`config.mk`:
```
export PLATFORM = sky130hd
export DESIGN_NAME = mf3_median
export DESIGN_NICKNAME = d
export VERILOG_FILES = /design/src/rtl/core/mf3_pkg.sv /design/src/rtl/core/mf3_median.sv
export SDC_FILE = /design/constraint.sdc
export NUM_CORES = 1
export LEC_CHECK = 0
export BUFFER_PORTS_ARGS = -buffer_cell sky130_fd_sc_hd__buf_4
export CAP_MARGIN = 0
export CORE_ASPECT_RATIO = 0.75
export CORE_MARGIN = 2
export CORE_UTILIZATION = 45
export DETAILED_ROUTE_END_ITERATION = 6
export GPL_TIMING_DRIVEN = 0
export PLACE_DENSITY = 0.6
export SKIP_CTS_REPAIR_TIMING = 1
export SLEW_MARGIN = 20
export SYNTH_ARGS = -nofsm -noshare
export SYNTH_HDL_FRONTEND = slang
export SYNTH_SLANG_ARGS = --single-unit
```
`constraint.sdc`:
```
create_clock -name clk -period 19.3 [get_ports clk]
set_input_delay 3.86 -clock clk [delete_from_list [all_inputs] [get_ports clk]]
set_output_delay 3.86 -clock clk [all_outputs]
set_load 0.02 [all_outputs]
```
`src/rtl/core/mf3_pkg.sv`:
```
`default_nettype none

package mf3_pkg;

  // pixel and window types
  typedef logic [7:0] pix_t;
  typedef logic [2:0][2:0][7:0] win_t;   // [row][col], col 2 is the newest

  // configuration register widths and reset values
  localparam int FW_BITS = 11;
  localparam int FH_BITS = 13;
  localparam logic [FW_BITS-1:0] FW_RESET = 11'd640;
  localparam logic [FH_BITS-1:0] FH_RESET = 13'd480;

  // line store entry: previous row in the upper byte, the row before in the lower
  localparam int LINE_BITS = 16;

  // configuration register index
  typedef enum logic {
    REG_FRAME_WIDTH  = 1'b0,
    REG_FRAME_HEIGHT = 1'b1
  } reg_idx_t;

  // kind of item held in the read stage
  typedef enum logic [1:0] {
    K_PIXEL     = 2'd0,
    K_DRAIN_WIN = 2'd1,
    K_DRAIN_MEM = 2'd2
  } item_kind_t;

  // request into the median pipeline
  typedef struct packed {
    win_t win;
    pix_t byp;
    logic use_med;
    logic last;
  } med_req_t;

endpackage

`default_nettype wire

```
`src/rtl/core/mf3_median.sv`:
```
`default_nettype none

module mf3_median (
  input  wire logic              clk,
  input  wire logic              rst_n,
  input  wire logic              req_valid,
  output logic                   req_ready,
  input  wire mf3_pkg::med_req_t req,
  output logic                   res_valid,
  input  wire logic              res_ready,
  output mf3_pkg::pix_t          res_pixel,
  output logic                   res_last
);
  import mf3_pkg::*;

  function automatic pix_t max2(input pix_t x, input pix_t y);
    return (x > y) ? x : y;
  endfunction

  function automatic pix_t min2(input pix_t x, input pix_t y);
    return (x < y) ? x : y;
  endfunction

  // three compare-exchanges, result [0] lowest
  function automatic logic [2:0][7:0] sort3(input pix_t x0, input pix_t x1, input pix_t x2);
    pix_t l1;
    pix_t h1;
    pix_t m;
    pix_t hi;
    l1 = min2(x0, x1);
    h1 = max2(x0, x1);
    m  = min2(h1, x2);
    hi = max2(h1, x2);
    return {hi, max2(l1, m), min2(l1, m)};
  endfunction

  function automatic pix_t med3(input pix_t x, input pix_t y, input pix_t z);
    return max2(min2(x, y), min2(max2(x, y), z));
  endfunction

  logic     a_v_r;
  med_req_t a_req_r;
  logic     b_v_r;
  pix_t     b_lo_r;
  pix_t     b_mid_r;
  pix_t     b_hi_r;
  pix_t     b_byp_r;
  logic     b_use_r;
  logic     b_last_r;
  logic     out_v_r;
  pix_t     out_pix_r;
  logic     out_last_r;

  logic            a_take;
  logic            b_take;
  logic            out_take;
  logic [2:0][2:0][7:0] col_sorted;   // [col][rank]
  pix_t            lo_max;
  pix_t            mid_med;
  pix_t            hi_min;

  // stage moves when it is empty or its content moves on
  assign out_take  = !out_v_r || res_ready;
  assign b_take    = !b_v_r || out_take;
  assign a_take    = !a_v_r || b_take;
  assign req_ready = a_take;

  // sort each column, then reduce lows, mids and highs
  always_comb begin
    for (int j = 0; j < 3; j++) begin
      col_sorted[j] = sort3(a_req_r.win[0][j], a_req_r.win[1][j], a_req_r.win[2][j]);
    end
    lo_max  = max2(max2(col_sorted[0][0], col_sorted[1][0]), col_sorted[2][0]);
    mid_med = med3(col_sorted[0][1], col_sorted[1][1], col_sorted[2][1]);
    hi_min  = min2(min2(col_sorted[0][2], col_sorted[1][2]), col_sorted[2][2]);
  end

  // valid bits
  always_ff @(posedge clk) begin
    if (!rst_n) begin
      a_v_r   <= 1'b0;
      b_v_r   <= 1'b0;
      out_v_r <= 1'b0;
    end else begin
      if (a_take) begin
        a_v_r <= req_valid;
      end
      if (b_take) begin
        b_v_r <= a_v_r;
      end
      if (out_take) begin
        out_v_r <= b_v_r;
      end
    end
  end

  // payload stages
  always_ff @(posedge clk) begin
    if (a_take && req_valid) begin
      a_req_r <= req;
    end
    if (b_take && a_v_r) begin
      b_lo_r   <= lo_max;
      b_mid_r  <= mid_med;
      b_hi_r   <= hi_min;
      b_byp_r  <= a_req_r.byp;
      b_use_r  <= a_req_r.use_med;
      b_last_r <= a_req_r.last;
    end
    if (out_take && b_v_r) begin
      out_pix_r  <= b_use_r ? med3(b_lo_r, b_mid_r, b_hi_r) : b_byp_r;
      out_last_r <= b_last_r;
    end
  end

  assign res_valid = out_v_r;
  assign res_pixel = out_pix_r;
  assign res_last  = out_last_r;

  // a full stage that cannot move holds everything behind it
  a_stall_holds: assert property (@(posedge clk) disable iff (!rst_n)
    (a_v_r && b_v_r && out_v_r && !res_ready) |-> !req_ready)
    else $error("median pipe took a request while full and stalled");

  // stage b holds its entry while the output stays full and blocked
  b_moves_only_on_space: assert property (@(posedge clk) disable iff (!rst_n)
    (b_v_r && out_v_r && !res_ready) |=> b_v_r)
    else $error("median pipe dropped an entry while stalled");

  // stage a drains into b the cycle after it is free to move
  a_feeds_b: assert property (@(posedge clk) disable iff (!rst_n)
    (a_v_r && b_take) |=> b_v_r)
    else $error("median pipe lost an entry between stages");

endmodule

`default_nettype wire

```
**Yosys cells after proc, flatten, opt, wreduce, memory -nomap -nowiden**

Index checks and enable logic that the tools add are counted.

- Word-level logic and storage cells: 93
- Input port bits: 86
- Output and inout bits: 11
- Register bits after elaboration: 128

- Reductions and logical operators: 9
- Multiplexer cells: 31
- Order comparisons: 30

Operators with widths:

| cell | number |
|---|---|
| 2-to-1 mux 8 bit | 31 |
| greater-than comparator 8 bit | 15 |
| < comparator 8 bit | 15 |
| logical AND 1 bit | 3 |
| zero test 1 bit | 3 |
| logical OR 1 bit | 3 |

**Longest topological paths before layout**

Gate-level depths: netlist (run 1).

- Depth after elaboration: 12
- Depth in mapped cells: 54
- Gate-level depth less buffers: 52

**Worst setup path before layout (run 1)**

OpenSTA, ideal clock, no wires.

- Path kind: register to register
- From: reg a_req_r[23] (netlist name)
- To: reg b_mid_r[2] (data pin)
- Period minus slack after synthesis: 9.996 ns
- Setup slack: 9.304 ns
- Setup time: 0.273 ns
- Path buffers: 3
- Data required time: 19.027 ns
- Stages on the path, launching flop included: 48
- Arrival: 9.723 ns
- Path through: edfxtp_1 > ha_1 > a211oi_1 > nor2_1 > or2_1 > o21ai_2 > mux2_2 > ha_1 > nand3_1 > o221a_1 > o31ai_4 > inv_1 > clkbuf_1 > a21oi_1 > ha_1 > nand4_1 > a21oi_1 > a2111oi_4 > [12 not listed] > a21o_1 > a21o_1 > a211oi_1 > o211ai_4 > buf_2 > nand2_1 > o21ai_0 > ha_1 > nor2b_1 > o21a_1 > o21ai_0 > nand2b_1 > a21oi_1 > o21ai_0 > o21ai_0 > clkbuf_1 > nor3b_1 > a311oi_1

- Cells in the longest elaborated chain, start to end: 12
- Elaborated cells between the ends (all ways): 16
- Those cells by class: order compare (8); mux (8)

RTL lines:

| item | RTL line | text |
|---|---|---|
| start, declared | mf3_median.sv:42 | `med_req_t a_req_r;` |
| start signal, assigned | mf3_median.sv:100 | `a_req_r <= req;` |
| greater-than comparator 8 bit | mf3_median.sv:17 | `return (x > y) ? x : y;` |
| 2-to-1 mux 8 bit | mf3_median.sv:17 |  |
| < comparator 8 bit | mf3_median.sv:21 | `return (x < y) ? x : y;` |
| 2-to-1 mux 8 bit | mf3_median.sv:21 |  |
| greater-than comparator 8 bit | mf3_median.sv:17 |  |
| 2-to-1 mux 8 bit (*) | mf3_median.sv:17 |  |
| greater-than comparator 8 bit | mf3_median.sv:17 |  |
| 2-to-1 mux 8 bit | mf3_median.sv:17 |  |
| < comparator 8 bit | mf3_median.sv:21 |  |
| 2-to-1 mux 8 bit | mf3_median.sv:21 |  |
| greater-than comparator 8 bit | mf3_median.sv:17 |  |
| 2-to-1 mux 8 bit (*) | mf3_median.sv:17 |  |
| via mid_med[2] | mf3_median.sv:59 | `pix_t mid_med;` |
| end signal, assigned | mf3_median.sv:104 | `b_mid_r <= mid_med;` |
| end, declared | mf3_median.sv:45 | `pix_t b_mid_r;` |

Mark *: on every way through the listed nets, which the timed path passes. The rest lies on a longest branch.
A chain may end at the register's enable or synchronous reset.

**Worst setup path in the final report (run 1)**

- From: reg a_req_r[15] (netlist name)
- To: reg b_mid_r[7] (data pin)

The elaborated chain is that of the path after synthesis.

==> flow_summary.yaml, run 1 <==
global_route:
  grt_pass1_vias: 7592
  grt_max_degree: 25
  overflow: 0
  antenna_found_initial: 0
  grt_first_pass_wirelength_um: 39100
  grtUsageTotal: 0.205
timing:
  period_share: 0.609
  max_slew.worst_pin.slew_ns: 0.902
  relSlewSlack: 0.396
  rsz0062_at_grt: "no"
  clock_skew_ns: 0.0136
  drv_slew: 0
  fmax_ghz: 0.0850
  timing.final.hold_violations: 0
  layout_min_cycle_time_ns: 11.76
  fin_setup_tns_ns: 0
  setup-violations-final: 0
critical_path:
  cp-start-kind: "register"
  cp_max_fo: 10
  crit_path_end_kind: "register"
  max_stage_delay_ns: 0.48
  crit_type: "register to register"
  cp.arrival_ns: 11.90
  reg2regPathDepth: 50
  critPathTopFamily: "compound AO/OA/AOI/OAI gates"
  critical_path_cell_count: 50
  critical_path_required_ns: 19.44
  crit_buf_inv: 5
  critPathSlowestCell: "nor2_1"
drt:
  drt-pass1-iter-count: 5
  drc: 0
  num_vias: 8116
  drtAntennaViolNets: 0
  wl_per_cell_um: 16.3
  drt-initial-drc-count: 564
  routed_wl_um: 24600
  vias_per_cell: 5.38
clocking:
  clockRootBuffer: "clkbuf_16"
  htree_levels: 4
  cts_buffer_depth: 2
  clkTransAtPathRegs_ns: 0.06
  clk_latency_ns: 0.43
  numClockSinks: 128
  cts_buffers: 17
  cts_tree: "done"
finish:
  drive_above_1_share: 0.168
  layout.nets: 1428
  diodes: 0
  synthToLayoutAreaGrowth_pct: 17.8
place:
  hpwlAfterDp_um: 20200
  routabilityCongestion: 0.886
  port_buffers: 96
floorplan:
  rows: 48
  die_h_um: 136
  initial_core_util: 0.455
  io_pins: 97
  die_area_mm2: 0.0244
  core_area_mm2: 0.0229
  die_w_um: 180
synthesis:
  synth_edf_count: 125
  postSynthCellCount: 1076
  yosys.area_share.adder: 0.175
  yosysWarnings: 0
  yosysTopAreaCellShare: 0.360
  yosysSeqAreaShare: 0.366
  synthMuxAreaShare: 0.104
  synth_area_leader_cell: "edfxtp_1"
  ys_top_cells_by_area: "edfxtp_1 (36%), ha_1 (18%), a21oi_1 (5.5%), mux2i_1 (5.3%), mux2_2 (4.9%)"
  synth_top_family_by_area: "compound AO/OA/AOI/OAI gates"
  synthesis.area_mm2: 0.0104
  async_flop_share: 0
  synth-compound-area-share: 0.177
  synthesis.nets: 1308
  ys_ff_latch: 128
  synthXorXnorAreaFrac: 0
  yosysUniqueCellTypes: 63
  synth_ff_type: "edfxtp_1"
  yosysMostFrequentCell: "ha_1"
  synthTopCellsByCount: "ha_1 (146), inv_1 (127), edfxtp_1 (125), a21oi_1 (114), nor2_1 (105)"
  synth-simple-area-share: 0.120
  syn_avg_cell_area_um2: 9.68
outcome:
  status: "complete, no violations"
worst_hold_path:
  min_path_cells: 0
  hold_path_class: "register to register"
run:
  maxCapViolations: 0
## kinds of logic (layout without fill, tap and decap cells)
group | after synthesis | in the layout
buffers and inverters | 154 | 287
and+or+nand+nor | 260 | 260
DFF | 128 | 128
adders and majority gates | 146 | 146
muxes | 102 | 102
AOI/OAI and AO/OA | 286 | 286
## state kept, by name, indices dropped and copies added, names as in the netlist
signal / count
b_v_r: 1
b_mid_r: 8
res_pixel: 8
b_hi_r: 8
res_valid: 1
b_byp_r: 8
a_v_r: 1
a_req_r: 82
b_use_r: 1
res_last: 1
b_last_r: 1
b_lo_r: 8
## layout by cell type, fill, tap and decap left out, types with 5 or more instances in the layout
cell type,synthesis,layout
ha_1,146,146
edfxtp_1,125,125
nand3_1,22,22
a211oi_1,15,15
nand4_1,22,22
o221ai_1,7,7
mux2_2,45,45
buf_16,0,5
nand2_1,46,46
a31oi_1,6,5
nor3_1,5,5
o21a_1,15,15
a21oi_1,114,114
o21ai_0,59,59
a21o_1,30,30
inv_8,0,5
clkbuf_1,20,20
a311oi_1,6,6
clkbuf_16,0,17
nor2_1,105,105
nor2b_1,21,21
mux2i_1,55,55
inv_1,127,127
nor3b_1,6,6
buf_4,0,96
nand2b_1,11,11
## worst reg2reg max path: cells and delay by family, from the launching register on
| family | cells | cell delay, ns |
|---|---|---|
| and+or+nand+nor | 11 | 2.01 |
| buffers and inverters | 5 | 0.93 |
| adders and majority gates | 6 | 1.79 |
| DFF | 1 | 0.42 |
| muxes | 3 | 1.17 |
| AOI/OAI and AO/OA | 25 | 5.16 |
## layout make-up
| type | instances | area (um2) |
|---|---|---|
| Clock buffer | 17 | 425 |
| Inverter | 127 | 477 |
| Timing Repair Buffer | 101 | 858 |
| Tap cell | 300 | 375 |
| Clock inverter | 15 | 169 |
| Sequential cell | 128 | 3810 |
| Fill cell | 2097 | 10600 |
| Buffer | 27 | 114 |
| Multi-Input combinational cell | 794 | 6040 |
## layer usage
metal  wire, um  up-vias  GRT usage
met2      10100      175      0.303
met5          0        -          0
met3       1130       17     0.0371
li1           -     4204          -
met1      13100     3720      0.309
met4        249        0     0.0456
## per-stage QoR
stage               hold WS (ns)  utilization  setup slack, ns  area [um2]  instances
floorplan                  0.400            -             9.30       10400       1076
global placement           0.402        0.503             7.85       11500       1472
detailed placement         0.406        0.510             7.74       11700       1477
CTS                        0.413        0.536             7.70       12300       1509
global route               0.422        0.536             6.72       12300       1509
finish                     0.414        0.536             7.54       12300       1509
## path summary, 6_finish.rpt
| check | startpoint | to | slack [ns] |
|---|---|---|---|
| hold / removal | a_req_r[7]$_DFFE_PP_ | b_byp_r[5]$_DFFE_PP_ | 0.41 |
| setup / recovery | a_req_r[15]$_DFFE_PP_ | b_mid_r[7]$_DFFE_PP_ | 7.54 |
| setup reg to reg | a_req_r[15]$_DFFE_PP_ | b_mid_r[7]$_DFFE_PP_ | 7.54 |
| hold reg to reg | a_req_r[7]$_DFFE_PP_ | b_byp_r[5]$_DFFE_PP_ | 0.41 |
Power of run 1 is not shown: default switching activity piles up to over one toggle a cycle in this logic, so the estimate is an artifact.
==> run 2: changes to the inputs <==
ABC_AREA = 1   (was unset)
PLACE_DENSITY = 0.63   (was 0.6)
clock period = 10.8 ns   (was 19.3 ns; I/O delays follow)
==> flow_summary.yaml, run 2 <==
outcome:
  status: "complete, no violations"
synthesis:
  syn_avg_cell_area_um2: 7.97
  yosysMostFrequentCell: "nand2_1"
  synthesis.area_mm2: 0.0103
  synth_edf_count: 125
  yosysUniqueCellTypes: 41
  yosysSeqAreaShare: 0.372
  ys_ff_latch: 128
  yosysWarnings: 0
  yosysTopAreaCellShare: 0.366
  synthesis.nets: 1519
  postSynthCellCount: 1287
  synth_area_leader_cell: "edfxtp_1"
  synthTopCellsByCount: "nand2_1 (358), o21ai_0 (185), inv_1 (167), ha_1 (146), edfxtp_1 (125)"
  async_flop_share: 0
  synth_ff_type: "edfxtp_1"
  ys_top_cells_by_area: "edfxtp_1 (37%), ha_1 (18%), nand2_1 (13%), o21ai_0 (9.0%), inv_1 (6.1%)"
critical_path:
  cp.arrival_ns: 10.17
  cpMostUsedCell: "nand2_1"
  cp_max_fo: 10
  crit_buf_inv: 10
  critical_path_required_ns: 10.98
  max_stage_delay_ns: 0.51
  r2r_start: "a_req_r[39]$_DFFE_PP_"
  crit_type: "register to register"
  critPathTopFamily: "compound AO/OA/AOI/OAI gates"
  cp-start-kind: "register"
  crit_path_end_kind: "register"
  critPathSlowestCell: "o31ai_4"
  setup.worst_path.start: "a_req_r[39]$_DFFE_PP_"
floorplan:
  rows: 47
  die_area_mm2: 0.0240
  die_h_um: 135
  die_w_um: 178
  initial_core_util: 0.461
  io_pins: 97
  core_area_mm2: 0.0222
finish:
  final_common_cell: "nand2_1"
  synthToLayoutAreaGrowth_pct: 16.6
  drive_above_1_share: 0.138
  final_core_util: 0.538
  largest_reg_flops: 82
  final_cell_mix: "nand2_1 (358), o21ai_0 (184), inv_1 (165)"
  layout.nets: 1635
  n_fill_cell: 2110
  regMostFlops: "a_req_r"
  diodes: 0
worst_hold_path:
  hold_path_class: "register to register"
  hp-start: "a_req_r[1]$_DFFE_PP_"
global_route:
  grt_first_pass_wirelength_um: 41200
  grt_pass1_vias: 8316
  overflow: 0
  grtUsageTotal: 0.218
  grt_max_degree: 60
  antenna_found_initial: 0
clocking:
  htree_levels: 4
  cts_tree: "done"
  cts_buffer_depth: 2
  clk_latency_ns: 0.43
  numClockSinks: 128
  clkTransAtPathRegs_ns: 0.07
  cts_buffers: 17
  clockRootBuffer: "clkbuf_16"
place:
  hpwlAfterDp_um: 20400
  routabilityCongestion: 0.882
  port_buffers: 96
drt:
  drt-pass1-iter-count: 6
  wl_per_cell_um: 14.7
  num_vias: 9027
  routed_wl_um: 25200
  vias_per_cell: 5.28
  drt-initial-drc-count: 711
  drc: 0
  drtAntennaViolNets: 0
timing:
  fin_setup_tns_ns: 0
  fmax_ghz: 0.100
  drv_slew: 0
  rsz0062_at_grt: "no"
  setup-violations-final: 0
  layout_min_cycle_time_ns: 9.99
  timing.final.hold_violations: 0
  max_slew.worst_pin.slew_ns: 1.01
  relSlewSlack: 0.324
  period_share: 0.925
  clock_skew_ns: 0.0125
run:
  maxCapViolations: 0
run 2: worst reg2reg max path: cells and delay by family, from the launching register on:
family          cells  cell delay, ns
simple gates       24            2.78
fa+ha+maj           6            1.93
compound gates     10            3.12
buf+inv            10            1.52
flops               1            0.39
run 2: area by class of cell:
type,count,area [um2],share of cell area
Buffer,27,108,0.00900
Clock buffer,17,425,0.0356
Clock inverter,15,136,0.0114
Inverter,171,644,0.0539
Multi-Input combinational cell,961,5720,0.478
Sequential cell,128,3810,0.319
Tap cell,294,368,0.0308
Timing Repair Buffer,97,748,0.0626
run 2: final timing paths:
kind,endpoint,slack (ns),cells after the start
setup / recovery,b_mid_r[5]$_DFFE_PP_,0.81,50
hold reg to reg,b_use_r$_DFFE_PP_,0.41,0
setup reg to reg,b_mid_r[5]$_DFFE_PP_,0.81,50
hold / removal,b_use_r$_DFFE_PP_,0.41,0
run 2: kinds of logic (layout without fill, tap and decap cells):
family	count (synthesis)	after routing	synth area share
DFF	128	128	0.372
buffers and inverters	198	327	0.0731
and+or+nand+nor	502	502	0.210
AOI/OAI and AO/OA	313	313	0.167
adders and majority gates	146	146	0.178
run 2: layer usage:
metal | vias up | wire, um | GRT usage
met3 | 27 | 1570 | 0.0422
met2 | 245 | 10700 | 0.319
met5 | - | 0 | 0
met4 | 0 | 323 | 0.0578
met1 | 4131 | 12600 | 0.328
li1 | 4624 | - | -
run 2: per-stage QoR:
stage,area (um2),setup slack [ns],hold slack (ns),cells
finish,12000,0.813,0.408,1710
global route,12000,0.0736,0.411,1710
CTS,11900,0.332,0.410,1710
detailed placement,11400,0.402,0.405,1678
global placement,11300,0.610,0.401,1677
floorplan,10300,2.66,0.400,1287
Power of run 2 is left out for the same reason.
